**src/sv/hrsp_pkg.sv**
```systemverilog
`default_nettype none
// ----------------------------------------------------------------------------
// hrsp_pkg
// Shared types, codes and match strings for the request stream parser.
// ----------------------------------------------------------------------------
package hrsp_pkg;

   // parser phases
   localparam logic [3:0] PH_METHOD_FIRST = 4'd0;
   localparam logic [3:0] PH_M_GET        = 4'd1;
   localparam logic [3:0] PH_M_HEAD       = 4'd2;
   localparam logic [3:0] PH_M_POST       = 4'd3;
   localparam logic [3:0] PH_TARGET_FIRST = 4'd4;
   localparam logic [3:0] PH_TARGET       = 4'd5;
   localparam logic [3:0] PH_PROTO        = 4'd6;
   localparam logic [3:0] PH_LINE_START   = 4'd7;
   localparam logic [3:0] PH_NAME         = 4'd8;
   localparam logic [3:0] PH_OWS          = 4'd9;
   localparam logic [3:0] PH_VALUE        = 4'd10;
   localparam logic [3:0] PH_BODY_FIRST   = 4'd11;
   localparam logic [3:0] PH_BODY         = 4'd12;
   localparam logic [3:0] PH_ERROR        = 4'd13;

   // field tags
   localparam logic [2:0] KIND_SKIP   = 3'd0;
   localparam logic [2:0] KIND_METHOD = 3'd1;
   localparam logic [2:0] KIND_TARGET = 3'd2;
   localparam logic [2:0] KIND_NAME   = 3'd3;
   localparam logic [2:0] KIND_VALUE  = 3'd4;
   localparam logic [2:0] KIND_BODY   = 3'd5;

   // final status codes
   localparam logic [1:0] ST_OK       = 2'd0;
   localparam logic [1:0] ST_BAD      = 2'd1;
   localparam logic [1:0] ST_NOT_IMPL = 2'd2;
   localparam logic [1:0] ST_TOO_LONG = 2'd3;

   // method codes
   localparam logic [1:0] METHOD_NONE = 2'd0;

   // message length and protocol string
   localparam int         LEN_W          = 5;
   localparam logic [4:0] MIN_LENGTH     = 5'd16;
   localparam logic [3:0] PROTO_LAST_POS = 4'd9;

   localparam logic [7:0] CHAR_CR    = 8'h0D;
   localparam logic [7:0] CHAR_LF    = 8'h0A;
   localparam logic [7:0] CHAR_SPACE = 8'h20;
   localparam logic [7:0] CHAR_COLON = 8'h3A;
   localparam logic [7:0] CHAR_G     = 8'h47;
   localparam logic [7:0] CHAR_H     = 8'h48;
   localparam logic [7:0] CHAR_P     = 8'h50;

   typedef struct packed {
      logic [7:0] data_byte;
      logic       last_byte;
   } hrsp_item_type;

   typedef struct packed {
      logic [7:0] out_byte;
      logic [2:0] field_kind;
      logic       field_start;
      logic [1:0] method_code;
      logic       status_valid;
      logic [1:0] status_code;
   } hrsp_result_type;

   // last position of each method word, trailing space included
   function automatic logic [3:0] method_last_pos(input logic [1:0] idx);
      logic [3:0] pos;
      case (idx)
         2'd0:    pos = 4'd3;
         default: pos = 4'd4;
      endcase
      return pos;
   endfunction

   // expected byte of GET / HEAD / POST followed by a space
   function automatic logic [7:0] method_char(input logic [1:0] idx,
                                              input logic [3:0] pos);
      logic [7:0] ch;
      ch = 8'h00;
      case (idx)
         2'd0: begin
            case (pos)
               4'd0:    ch = "G";
               4'd1:    ch = "E";
               4'd2:    ch = "T";
               4'd3:    ch = " ";
               default: ch = 8'h00;
            endcase
         end
         2'd1: begin
            case (pos)
               4'd0:    ch = "H";
               4'd1:    ch = "E";
               4'd2:    ch = "A";
               4'd3:    ch = "D";
               4'd4:    ch = " ";
               default: ch = 8'h00;
            endcase
         end
         default: begin
            case (pos)
               4'd0:    ch = "P";
               4'd1:    ch = "O";
               4'd2:    ch = "S";
               4'd3:    ch = "T";
               4'd4:    ch = " ";
               default: ch = 8'h00;
            endcase
         end
      endcase
      return ch;
   endfunction

   // expected byte of the protocol string with its line end
   function automatic logic [7:0] proto_char(input logic [3:0] pos);
      logic [7:0] ch;
      case (pos)
         4'd0:    ch = "H";
         4'd1:    ch = "T";
         4'd2:    ch = "T";
         4'd3:    ch = "P";
         4'd4:    ch = "/";
         4'd5:    ch = "1";
         4'd6:    ch = ".";
         4'd7:    ch = "1";
         4'd8:    ch = CHAR_CR;
         4'd9:    ch = CHAR_LF;
         default: ch = 8'h00;
      endcase
      return ch;
   endfunction

endpackage
`default_nettype wire

```
**src/sv/hrsp_req_if.sv**
```systemverilog
`default_nettype none
// ----------------------------------------------------------------------------
// hrsp_req_if
// Byte request channel: valid, ready, data byte and last-byte flag.
// ----------------------------------------------------------------------------
interface hrsp_req_if;
   logic       valid;
   logic       ready;
   logic [7:0] data_byte;
   logic       last_byte;

   modport source (output valid, output data_byte, output last_byte, input ready);
   modport sink   (input valid, input data_byte, input last_byte, output ready);
endinterface
`default_nettype wire

```
**src/sv/hrsp_rsp_if.sv**
```systemverilog
`default_nettype none
// ----------------------------------------------------------------------------
// hrsp_rsp_if
// Tagged byte result channel with status fields.
// ----------------------------------------------------------------------------
interface hrsp_rsp_if;
   logic       valid;
   logic       ready;
   logic [7:0] out_byte;
   logic [2:0] field_kind;
   logic       field_start;
   logic [1:0] method_code;
   logic       status_valid;
   logic [1:0] status_code;

   modport source (output valid, output out_byte, output field_kind, output field_start,
                   output method_code, output status_valid, output status_code,
                   input ready);
   modport sink   (input valid, input out_byte, input field_kind, input field_start,
                   input method_code, input status_valid, input status_code,
                   output ready);
endinterface
`default_nettype wire

```
**src/sv/http_request_stream_parser_core.sv**
```systemverilog
`default_nettype none
// ----------------------------------------------------------------------------
// http_request_stream_parser_core
// Request byte stream parser that tags each byte with its field.
// ----------------------------------------------------------------------------
// Takes one byte of a request message per cycle while the result side keeps
// up, and returns it tagged as method, target, header name, header value,
// body or skipped, with the method code once known and the final status on
// the last byte. A byte passes through an input register and then a result
// register, whose contents drive the channel; a stalled sink holds a byte
// in either register. The sustained rate is one byte per cycle while the
// sink takes results. A request is accepted while an earlier result still
// waits at the output, and the block stalls only when both registers are
// full.
module http_request_stream_parser_core (
   input  wire logic  clock,
   input  wire logic  reset,
   hrsp_req_if.sink   req_if,
   hrsp_rsp_if.source rsp_if
);
   import hrsp_pkg::*;

   logic            can_take;
   logic            advance;
   hrsp_item_type   item;
   hrsp_result_type result;

   // input register
   hrsp_in_stage u_in (
      .clock    (clock),
      .reset    (reset),
      .req_if   (req_if),
      .can_take (can_take),
      .advance  (advance),
      .item     (item)
   );

   // parser state machine
   hrsp_fsm u_fsm (
      .clock  (clock),
      .reset  (reset),
      .step   (advance),
      .item   (item),
      .result (result)
   );

   // result register
   hrsp_out_stage u_out (
      .clock    (clock),
      .reset    (reset),
      .load     (advance),
      .result   (result),
      .can_take (can_take),
      .rsp_if   (rsp_if)
   );
endmodule
`default_nettype wire

```
**src/sv/hrsp_in_stage.sv**
```systemverilog
`default_nettype none
// ----------------------------------------------------------------------------
// hrsp_in_stage
// Input register: holds one request until the parser step takes it.
// ----------------------------------------------------------------------------
module hrsp_in_stage (
   input  wire logic                   clock,
   input  wire logic                   reset,
   hrsp_req_if.sink                    req_if,
   input  wire logic                   can_take,
   output      logic                   advance,
   output      hrsp_pkg::hrsp_item_type item
);
   import hrsp_pkg::*;

   logic          valid_ff;
   logic          valid_in;
   hrsp_item_type item_ff;
   logic          accept;

   // handshake: take a new request when empty or when the held one moves on
   assign advance      = valid_ff && can_take;
   assign req_if.ready = !valid_ff || can_take;
   assign accept       = req_if.valid && req_if.ready;
   assign valid_in     = accept ? 1'b1 : (advance ? 1'b0 : valid_ff);
   assign item         = item_ff;

   // occupancy flag
   always_ff @(posedge clock) begin
      if (reset) begin
         valid_ff <= 1'b0;
      end else begin
         valid_ff <= valid_in;
      end
   end

   // payload register
   always_ff @(posedge clock) begin
      if (accept) begin
         item_ff.data_byte <= req_if.data_byte;
         item_ff.last_byte <= req_if.last_byte;
      end
   end
endmodule
`default_nettype wire

```
**src/sv/hrsp_fsm.sv**
```systemverilog
`default_nettype none
// ----------------------------------------------------------------------------
// hrsp_fsm
// Parser state machine: tags one byte per step and tracks the final status.
// ----------------------------------------------------------------------------
module hrsp_fsm (
   input  wire logic                     clock,
   input  wire logic                     reset,
   input  wire logic                     step,
   input  wire hrsp_pkg::hrsp_item_type  item,
   output      hrsp_pkg::hrsp_result_type result
);
   import hrsp_pkg::*;

   logic [3:0]       phase_ff, phase_in;
   logic [3:0]       match_ff, match_in;
   logic [1:0]       method_ff, method_in;
   logic [LEN_W-1:0] length_ff, length_in;
   logic [1:0]       err_code_ff, err_code_in;
   logic             err_flag_ff, err_flag_in;
   logic             value_done_ff, value_done_in;
   logic             skip_next_ff, skip_next_in;

   logic [1:0] meth_idx;
   logic [3:0] meth_last;
   logic [7:0] meth_char;
   logic [7:0] prot_char;
   logic       fail_now;
   logic [1:0] fail_code;
   logic [2:0] kind;
   logic       start;
   logic [1:0] status;
   logic [7:0] b;

   assign b         = item.data_byte;
   assign meth_idx  = 2'(phase_ff - PH_M_GET);
   assign meth_last = method_last_pos(meth_idx);
   assign meth_char = method_char(meth_idx, match_ff);
   assign prot_char = proto_char(match_ff);

   // next state and byte tag
   always_comb begin
      phase_in      = phase_ff;
      match_in      = match_ff;
      method_in     = method_ff;
      err_code_in   = err_code_ff;
      err_flag_in   = err_flag_ff;
      value_done_in = value_done_ff;
      skip_next_in  = skip_next_ff;
      length_in     = (length_ff < MIN_LENGTH) ? LEN_W'(length_ff + 1'b1) : length_ff;
      kind          = KIND_SKIP;
      start         = 1'b0;
      fail_now      = 1'b0;
      fail_code     = ST_OK;
      status        = ST_OK;

      if (skip_next_ff) begin
         // byte after a carriage return passes unchecked
         skip_next_in = 1'b0;
      end else begin
         unique case (phase_ff) inside
            PH_METHOD_FIRST: begin
               if (b == CHAR_G || b == CHAR_H || b == CHAR_P) begin
                  phase_in = (b == CHAR_G) ? PH_M_GET : ((b == CHAR_H) ? PH_M_HEAD : PH_M_POST);
                  match_in = 4'd1;
                  kind     = KIND_METHOD;
                  start    = 1'b1;
               end else begin
                  fail_now  = 1'b1;
                  fail_code = ST_NOT_IMPL;
               end
            end
            PH_M_GET, PH_M_HEAD, PH_M_POST: begin
               if (match_ff > meth_last || b != meth_char) begin
                  fail_now  = 1'b1;
                  fail_code = ST_NOT_IMPL;
               end else if (match_ff == meth_last) begin
                  method_in = 2'(meth_idx + 2'd1);
                  match_in  = 4'd0;
                  phase_in  = PH_TARGET_FIRST;
               end else begin
                  match_in = 4'(match_ff + 4'd1);
                  kind     = KIND_METHOD;
               end
            end
            PH_TARGET_FIRST: begin
               if (b == CHAR_SPACE) begin
                  fail_now  = 1'b1;
                  fail_code = ST_BAD;
               end else begin
                  kind     = KIND_TARGET;
                  start    = 1'b1;
                  phase_in = PH_TARGET;
               end
            end
            PH_TARGET: begin
               if (b == CHAR_SPACE) begin
                  phase_in = PH_PROTO;
                  match_in = 4'd0;
               end else begin
                  kind = KIND_TARGET;
               end
            end
            PH_PROTO: begin
               if (match_ff > PROTO_LAST_POS || b != prot_char) begin
                  fail_now  = 1'b1;
                  fail_code = ST_BAD;
               end else if (match_ff == PROTO_LAST_POS) begin
                  match_in = 4'd0;
                  phase_in = PH_LINE_START;
               end else begin
                  match_in = 4'(match_ff + 4'd1);
               end
            end
            PH_LINE_START: begin
               if (b == CHAR_CR) begin
                  skip_next_in = 1'b1;
                  phase_in     = PH_BODY_FIRST;
               end else if (b == CHAR_COLON) begin
                  phase_in = PH_OWS;
               end else begin
                  kind     = KIND_NAME;
                  start    = 1'b1;
                  phase_in = PH_NAME;
               end
            end
            PH_NAME: begin
               if (b == CHAR_COLON) begin
                  phase_in = PH_OWS;
               end else if (b == CHAR_CR) begin
                  fail_now  = 1'b1;
                  fail_code = ST_BAD;
               end else begin
                  kind = KIND_NAME;
               end
            end
            PH_OWS: begin
               if (b == CHAR_CR) begin
                  skip_next_in = 1'b1;
                  phase_in     = PH_LINE_START;
               end else if (b != CHAR_SPACE) begin
                  kind          = KIND_VALUE;
                  start         = 1'b1;
                  value_done_in = 1'b0;
                  phase_in      = PH_VALUE;
               end
            end
            PH_VALUE: begin
               if (b == CHAR_CR) begin
                  skip_next_in  = 1'b1;
                  value_done_in = 1'b0;
                  phase_in      = PH_LINE_START;
               end else if (b == CHAR_SPACE) begin
                  value_done_in = 1'b1;
               end else if (!value_done_ff) begin
                  kind = KIND_VALUE;
               end
            end
            PH_BODY_FIRST: begin
               kind     = KIND_BODY;
               start    = 1'b1;
               phase_in = PH_BODY;
            end
            PH_BODY: begin
               kind = KIND_BODY;
            end
            default: begin
            end
         endcase
      end

      // first error is kept
      if (fail_now) begin
         phase_in = PH_ERROR;
         if (!err_flag_ff) begin
            err_flag_in = 1'b1;
            err_code_in = fail_code;
         end
      end

      // final status on the last byte
      if (length_in < MIN_LENGTH) begin
         status = ST_BAD;
      end else if (err_flag_in) begin
         status = err_code_in;
      end else if ((phase_in == PH_BODY_FIRST || phase_in == PH_BODY) && !skip_next_in) begin
         status = ST_OK;
      end else if (phase_in == PH_TARGET) begin
         status = ST_TOO_LONG;
      end else begin
         status = ST_BAD;
      end

      result.out_byte     = b;
      result.field_kind   = kind;
      result.field_start  = start;
      result.method_code  = method_in;
      result.status_valid = item.last_byte;
      result.status_code  = item.last_byte ? status : ST_OK;

      // end of message: back to the start
      if (item.last_byte) begin
         phase_in      = PH_METHOD_FIRST;
         match_in      = 4'd0;
         method_in     = METHOD_NONE;
         length_in     = '0;
         err_code_in   = ST_OK;
         err_flag_in   = 1'b0;
         value_done_in = 1'b0;
         skip_next_in  = 1'b0;
      end
   end

   // parser state
   always_ff @(posedge clock) begin
      if (reset) begin
         phase_ff      <= PH_METHOD_FIRST;
         match_ff      <= 4'd0;
         method_ff     <= METHOD_NONE;
         length_ff     <= '0;
         err_code_ff   <= ST_OK;
         err_flag_ff   <= 1'b0;
         value_done_ff <= 1'b0;
         skip_next_ff  <= 1'b0;
      end else if (step) begin
         phase_ff      <= phase_in;
         match_ff      <= match_in;
         method_ff     <= method_in;
         length_ff     <= length_in;
         err_code_ff   <= err_code_in;
         err_flag_ff   <= err_flag_in;
         value_done_ff <= value_done_in;
         skip_next_ff  <= skip_next_in;
      end
   end

`ifndef SYNTH
   // last byte returns the parser to its start
   a_restart: assert property (@(posedge clock) disable iff (reset)
      step && item.last_byte |=> phase_ff == PH_METHOD_FIRST && length_ff == '0)
      else $error("parser did not restart after the last byte");

   a_len_sat: assert property (@(posedge clock) disable iff (reset)
      length_ff <= MIN_LENGTH)
      else $error("length count past saturation");

   a_err_phase: assert property (@(posedge clock) disable iff (reset)
      phase_ff == PH_ERROR |-> err_flag_ff)
      else $error("error phase without a held error");

   a_err_code: assert property (@(posedge clock) disable iff (reset)
      !err_flag_ff |-> err_code_ff == ST_OK)
      else $error("error code held without its flag");
`endif
endmodule
`default_nettype wire

```
**src/sv/hrsp_out_stage.sv**
```systemverilog
`default_nettype none
// ----------------------------------------------------------------------------
// hrsp_out_stage
// Result register: holds one tagged byte until the sink takes it.
// ----------------------------------------------------------------------------
module hrsp_out_stage (
   input  wire logic                      clock,
   input  wire logic                      reset,
   input  wire logic                      load,
   input  wire hrsp_pkg::hrsp_result_type result,
   output      logic                      can_take,
   hrsp_rsp_if.source                     rsp_if
);
   import hrsp_pkg::*;

   logic            valid_ff;
   logic            valid_in;
   hrsp_result_type result_ff;

   // room for a new result when empty or when the held one leaves now
   assign can_take = !valid_ff || rsp_if.ready;
   assign valid_in = load ? 1'b1 : ((valid_ff && rsp_if.ready) ? 1'b0 : valid_ff);

   always_ff @(posedge clock) begin
      if (reset) begin
         valid_ff <= 1'b0;
      end else begin
         valid_ff <= valid_in;
      end
   end

   always_ff @(posedge clock) begin
      if (load) begin
         result_ff <= result;
      end
   end

   // drive the channel
   assign rsp_if.valid        = valid_ff;
   assign rsp_if.out_byte     = result_ff.out_byte;
   assign rsp_if.field_kind   = result_ff.field_kind;
   assign rsp_if.field_start  = result_ff.field_start;
   assign rsp_if.method_code  = result_ff.method_code;
   assign rsp_if.status_valid = result_ff.status_valid;
   assign rsp_if.status_code  = result_ff.status_code;
endmodule
`default_nettype wire

```
**src/flat_wrapper.sv**
```systemverilog
// flat-port wrapper written by rule: the top's interface ports become plain ports
module http_request_stream_parser_core_flat import hrsp_pkg::*;
  (clock, reset, req_if_valid, req_if_data_byte, req_if_last_byte, req_if_ready, rsp_if_valid, rsp_if_out_byte, rsp_if_field_kind, rsp_if_field_start, rsp_if_method_code, rsp_if_status_valid, rsp_if_status_code, rsp_if_ready);
  hrsp_req_if req_if_i ();
  hrsp_rsp_if rsp_if_i ();
  input  wire logic clock;
  input  wire logic reset;
  input wire logic [$bits(req_if_i.valid)-1:0] req_if_valid;
  input wire logic [$bits(req_if_i.data_byte)-1:0] req_if_data_byte;
  input wire logic [$bits(req_if_i.last_byte)-1:0] req_if_last_byte;
  output wire logic [$bits(req_if_i.ready)-1:0] req_if_ready;
  output wire logic [$bits(rsp_if_i.valid)-1:0] rsp_if_valid;
  output wire logic [$bits(rsp_if_i.out_byte)-1:0] rsp_if_out_byte;
  output wire logic [$bits(rsp_if_i.field_kind)-1:0] rsp_if_field_kind;
  output wire logic [$bits(rsp_if_i.field_start)-1:0] rsp_if_field_start;
  output wire logic [$bits(rsp_if_i.method_code)-1:0] rsp_if_method_code;
  output wire logic [$bits(rsp_if_i.status_valid)-1:0] rsp_if_status_valid;
  output wire logic [$bits(rsp_if_i.status_code)-1:0] rsp_if_status_code;
  input wire logic [$bits(rsp_if_i.ready)-1:0] rsp_if_ready;
  assign req_if_i.valid = req_if_valid;
  assign req_if_i.data_byte = req_if_data_byte;
  assign req_if_i.last_byte = req_if_last_byte;
  assign req_if_ready = req_if_i.ready;
  assign rsp_if_valid = rsp_if_i.valid;
  assign rsp_if_out_byte = rsp_if_i.out_byte;
  assign rsp_if_field_kind = rsp_if_i.field_kind;
  assign rsp_if_field_start = rsp_if_i.field_start;
  assign rsp_if_method_code = rsp_if_i.method_code;
  assign rsp_if_status_valid = rsp_if_i.status_valid;
  assign rsp_if_status_code = rsp_if_i.status_code;
  assign rsp_if_i.ready = rsp_if_ready;
  http_request_stream_parser_core u_core (.clock(clock), .reset(reset), .req_if(req_if_i), .rsp_if(rsp_if_i));
endmodule
```
**config.mk**
```make
export PLATFORM = sky130hd
export DESIGN_NAME = http_request_stream_parser_core_flat
export DESIGN_NICKNAME = d
export VERILOG_FILES = /design/src/sv/hrsp_pkg.sv /design/src/sv/hrsp_req_if.sv /design/src/sv/hrsp_rsp_if.sv /design/src/sv/http_request_stream_parser_core.sv /design/src/sv/hrsp_in_stage.sv /design/src/sv/hrsp_fsm.sv /design/src/sv/hrsp_out_stage.sv /design/src/flat_wrapper.sv
export SDC_FILE = /design/constraint.sdc
export NUM_CORES = 1
export LEC_CHECK = 0
export BUFFER_PORTS_ARGS = -buffer_cell sky130_fd_sc_hd__buf_4
export CELL_PAD_IN_SITES_DETAIL_PLACEMENT = 2
export CELL_PAD_IN_SITES_GLOBAL_PLACEMENT = 2
export CORE_UTILIZATION = 37
export DETAILED_ROUTE_END_ITERATION = 16
export PLACE_DENSITY = 0.88
export SYNTH_ARGS = -nofsm -noshare
export SYNTH_HDL_FRONTEND = slang
export SYNTH_SLANG_ARGS = --single-unit
```
**constraint.sdc**
```tcl
create_clock -name clock -period 4.16 [get_ports clock]
set_clock_uncertainty 0.2 [all_clocks]
set_input_delay 0.208 -clock clock [delete_from_list [all_inputs] [get_ports clock]]
set_output_delay 0.208 -clock clock [all_outputs]
set_load 0.03 [all_outputs]
```
==> run metrics <==
Req. time, crit path 4.16 ns; fin cells around 620; minimum clock period between 4 and 5 ns; #FFs+latches synth 55; # nets final roughly 520; Post-synth EDFFs 26; Setup Slack @ Placement -0.0130 ns; Num CTS Buffers 5; setup TNS 0 ns; internal power ~830 uW; layout cells sized above 1 17.2%; vias post-DR just over 4000; sw frac 31.6%; Cell Area, Synth between 0.003 and 0.004 mm^2; Vias/cell 6.53; Core Region just under 0.01 mm^2; first-pass GRT wire length roughly 25000 um; Root Buffer clkbuf_8; Pre-Repair DR Iteration Count 5; Initial Util between 30% and 40%; GRT Util Overall a little under a third; Leakage 1.72 nW; overall routed net length around 16000 um; IO buf count 31; asr flop ratio synth 0%; VDD IR max ~0.12 mV; Tcrit/Tclk final about 100%; # diodes 0; pwr dens roughly 270 mW/mm^2; Placed Cells 600; Die Height 103 um; final setup fails 0; Slew Limit Fails 0; cell area after layout roughly 0.0045 mm^2; Die ar. roughly 0.011 mm^2; clock group share of total power 29.1%; largest fanout on the critical path 12; Final Hold Vio Count 0; post-synth top area share between 20% and 30%; logic gate share of total power 20.4%; P_sw about 380 uW; Worst Setup Start Kind flop; initial antenna violation count 0; H-Tree Depth 2; FP Rows 36; CP Class reg -> reg; DR iter-0 viols between 200 and 300; Sink Count 55; worst-case clock buffer depth 2; synth top area cells edfxtp_1, dfxtp_1, ha_1; Achievable Freq 0.247 GHz; largest net degree at the start of global routing 24; cells after synthesis ~440; syn nets about 480; DP HPWL approximately 11000 um; dominant synthesized flop cell dfxtp_1; Synth warnings 0; Sequential Power Share 50.5%; Final Wtd Congestion approximately 0.9; arrival time worst endpoint slightly above 4 ns; DIE WIDTH ~100 um; Tot Pwr approximately 1.2 mW; Worst slew margin between 50% and 60%; MaxCap Viol Count 0; register clock-pin slew on the reported worst setup and hold paths approximately 0.12 ns; worst min-delay path category in -> reg; vias in the first global route between 4000 and 5000; synth unique cells between 70 and 80; drt drc 0; I/O pin count 32; grt ovf 0; Final WS setup around 0.12 ns; status finished clean; sequential share of the synthesized area 35.8%; commonest non-fill, non-tap cell in the layout buf_4; DP Area ~0.0042 mm^2; Routed Antenna Nets 0; Layout fillers between 1000 and 1500; most frequent cells in the layout buf_4, nor2_1, a21oi_1; crit path capture type flop; Yosys top cell by area edfxtp_1; CTS tree yes; Slew @ Worst Pin 0.702 ns; WL/cell between 20 and 30 um; RSZ-0062 raised after global routing false; syn_area_per_cell roughly 8.6 um^2; Synth-to-Final Area Change 18.9%; clk_lat worst skew ~0.33 ns
==> synthesized netlist by cell type (5+ instances only) <==
cell type / count
inv_1: 25
nor3b_1: 5
o21ai_0: 23
a211oi_1: 6
clkbuf_1: 17
ha_1: 20
nor4_1: 5
xnor2_1: 5
nor3_1: 13
a31oi_1: 7
nor2b_1: 7
nand4_1: 5
nand2_1: 27
dfxtp_1: 29
nand3_1: 17
edfxtp_1: 26
nor2_1: 44
o211ai_1: 6
nand2b_1: 6
a21oi_1: 37
a22oi_1: 8
==> power by group through the flow <==
stage / Combinational, mW / Sequential (mW) / Clock, mW
floorplan: 0.128 / 0.625 / 0
global placement: 0.204 / 0.618 / 0
detailed placement: 0.216 / 0.620 / 0
CTS: 0.230 / 0.608 / 0.348
global route: 0.261 / 0.613 / 0.375
finish: 0.247 / 0.611 / 0.351
==> sequential cells by signal, indices dropped and copies added (netlist names) <==
name,count
u_core.u_in.item,9
u_core.u_out.rsp_if.out_byte,8
u_core.u_fsm.prot_char,7
u_core.u_fsm.length_ff,5
u_core.u_fsm.match_ff,4
u_core.u_fsm.phase_ff,4
u_core.u_out.rsp_if.field_kind,3
u_core.u_fsm.err_code_ff,2
u_core.u_fsm.method_ff,2
u_core.u_out.rsp_if.method_code,2
u_core.u_out.rsp_if.status_code,2
u_core.u_fsm.err_flag_ff,1
u_core.u_fsm.skip_next_ff,1
u_core.u_fsm.value_done_ff,1
u_core.u_in.valid_ff,1
u_core.u_out.rsp_if.field_start,1
u_core.u_out.rsp_if.status_valid,1
u_core.u_out.rsp_if.valid,1
==> path summary, 6_finish.rpt <==
path / start / endpoint / slack [ns] / depth (start not counted)
max: u_core.u_fsm.phase_ff[0] / u_core.u_out.rsp_if.status_code[1] / 0.12 / 12
min: reset / u_core.u_fsm.method_ff[0] / 0.03 / 2
max reg2reg: u_core.u_fsm.phase_ff[0] / u_core.u_out.rsp_if.status_code[1] / 0.12 / 12
min reg2reg: u_core.u_fsm.err_code_ff[0] / u_core.u_fsm.err_code_ff[0] / 0.31 / 2
==> what timing repair did <==
action                                 CTS  global route
setup endpoints to repair                7            11
pin swaps                                0             1
hold buffers                            11             0
endpoints found under the hold margin   11             0
resized for setup                        4            11
buffers inserted                         1             2
==> cells by family after synthesis <==
group,synth area share [%]
compound gates,26.2
xor+xnor,1.84
flops,35.8
buf+inv,4.61
mux,1.12
fa+ha+maj,6.59
simple gates,23.8
==> worst max-delay path, stage by stage, from the launching register on <==
cell	delay [ns]
dfxtp_1	0.43
inv_1	0.19
ha_4	0.33
a21boi_1	0.16
o31a_1	0.31
nor4_2	0.35
nor4b_4	0.34
buf_4	0.18
o211ai_4	0.13
a21o_1	0.25
or4_1	0.54
nor4bb_1	0.30
o211a_1	0.19
==> area by class of cell <==
| type | instances | area (um^2) | area share [%] |
|---|---|---|---|
| Multi-Input combinational cell | 343 | 2330 | 51.6 |
| Sequential cell | 55 | 1360 | 30.1 |
| Timing Repair Buffer | 58 | 463 | 10.2 |
| Tap cell | 133 | 166 | 3.68 |
| Clock buffer | 7 | 96.3 | 2.13 |
| Inverter | 25 | 93.8 | 2.08 |
| Clock inverter | 1 | 7.51 | 0.166 |
==> metal layers <==
layer / global-route usage (%) / vias to the layer above / wire, um
met1: 37.0 / 2041 / 6520
li1: - / 1749 / -
met2: 54.0 / 206 / 8060
met5: 0 / - / 0
met3: 6.85 / 64 / 1000
met4: 17.7 / 0 / 694
==> per-stage QoR <==
step | util, % | hold slack [ns]
2_1_floorplan | - | 0.107
3_3_place_gp | 42.7 | 0.187
3_5_place_dp | 42.7 | 0.188
4_1_cts | 45.2 | 0.0245
5_1_grt | 45.8 | 0.0309
6_report | 45.8 | 0.0289
Note: power is estimated with default switching activity, not from simulation.
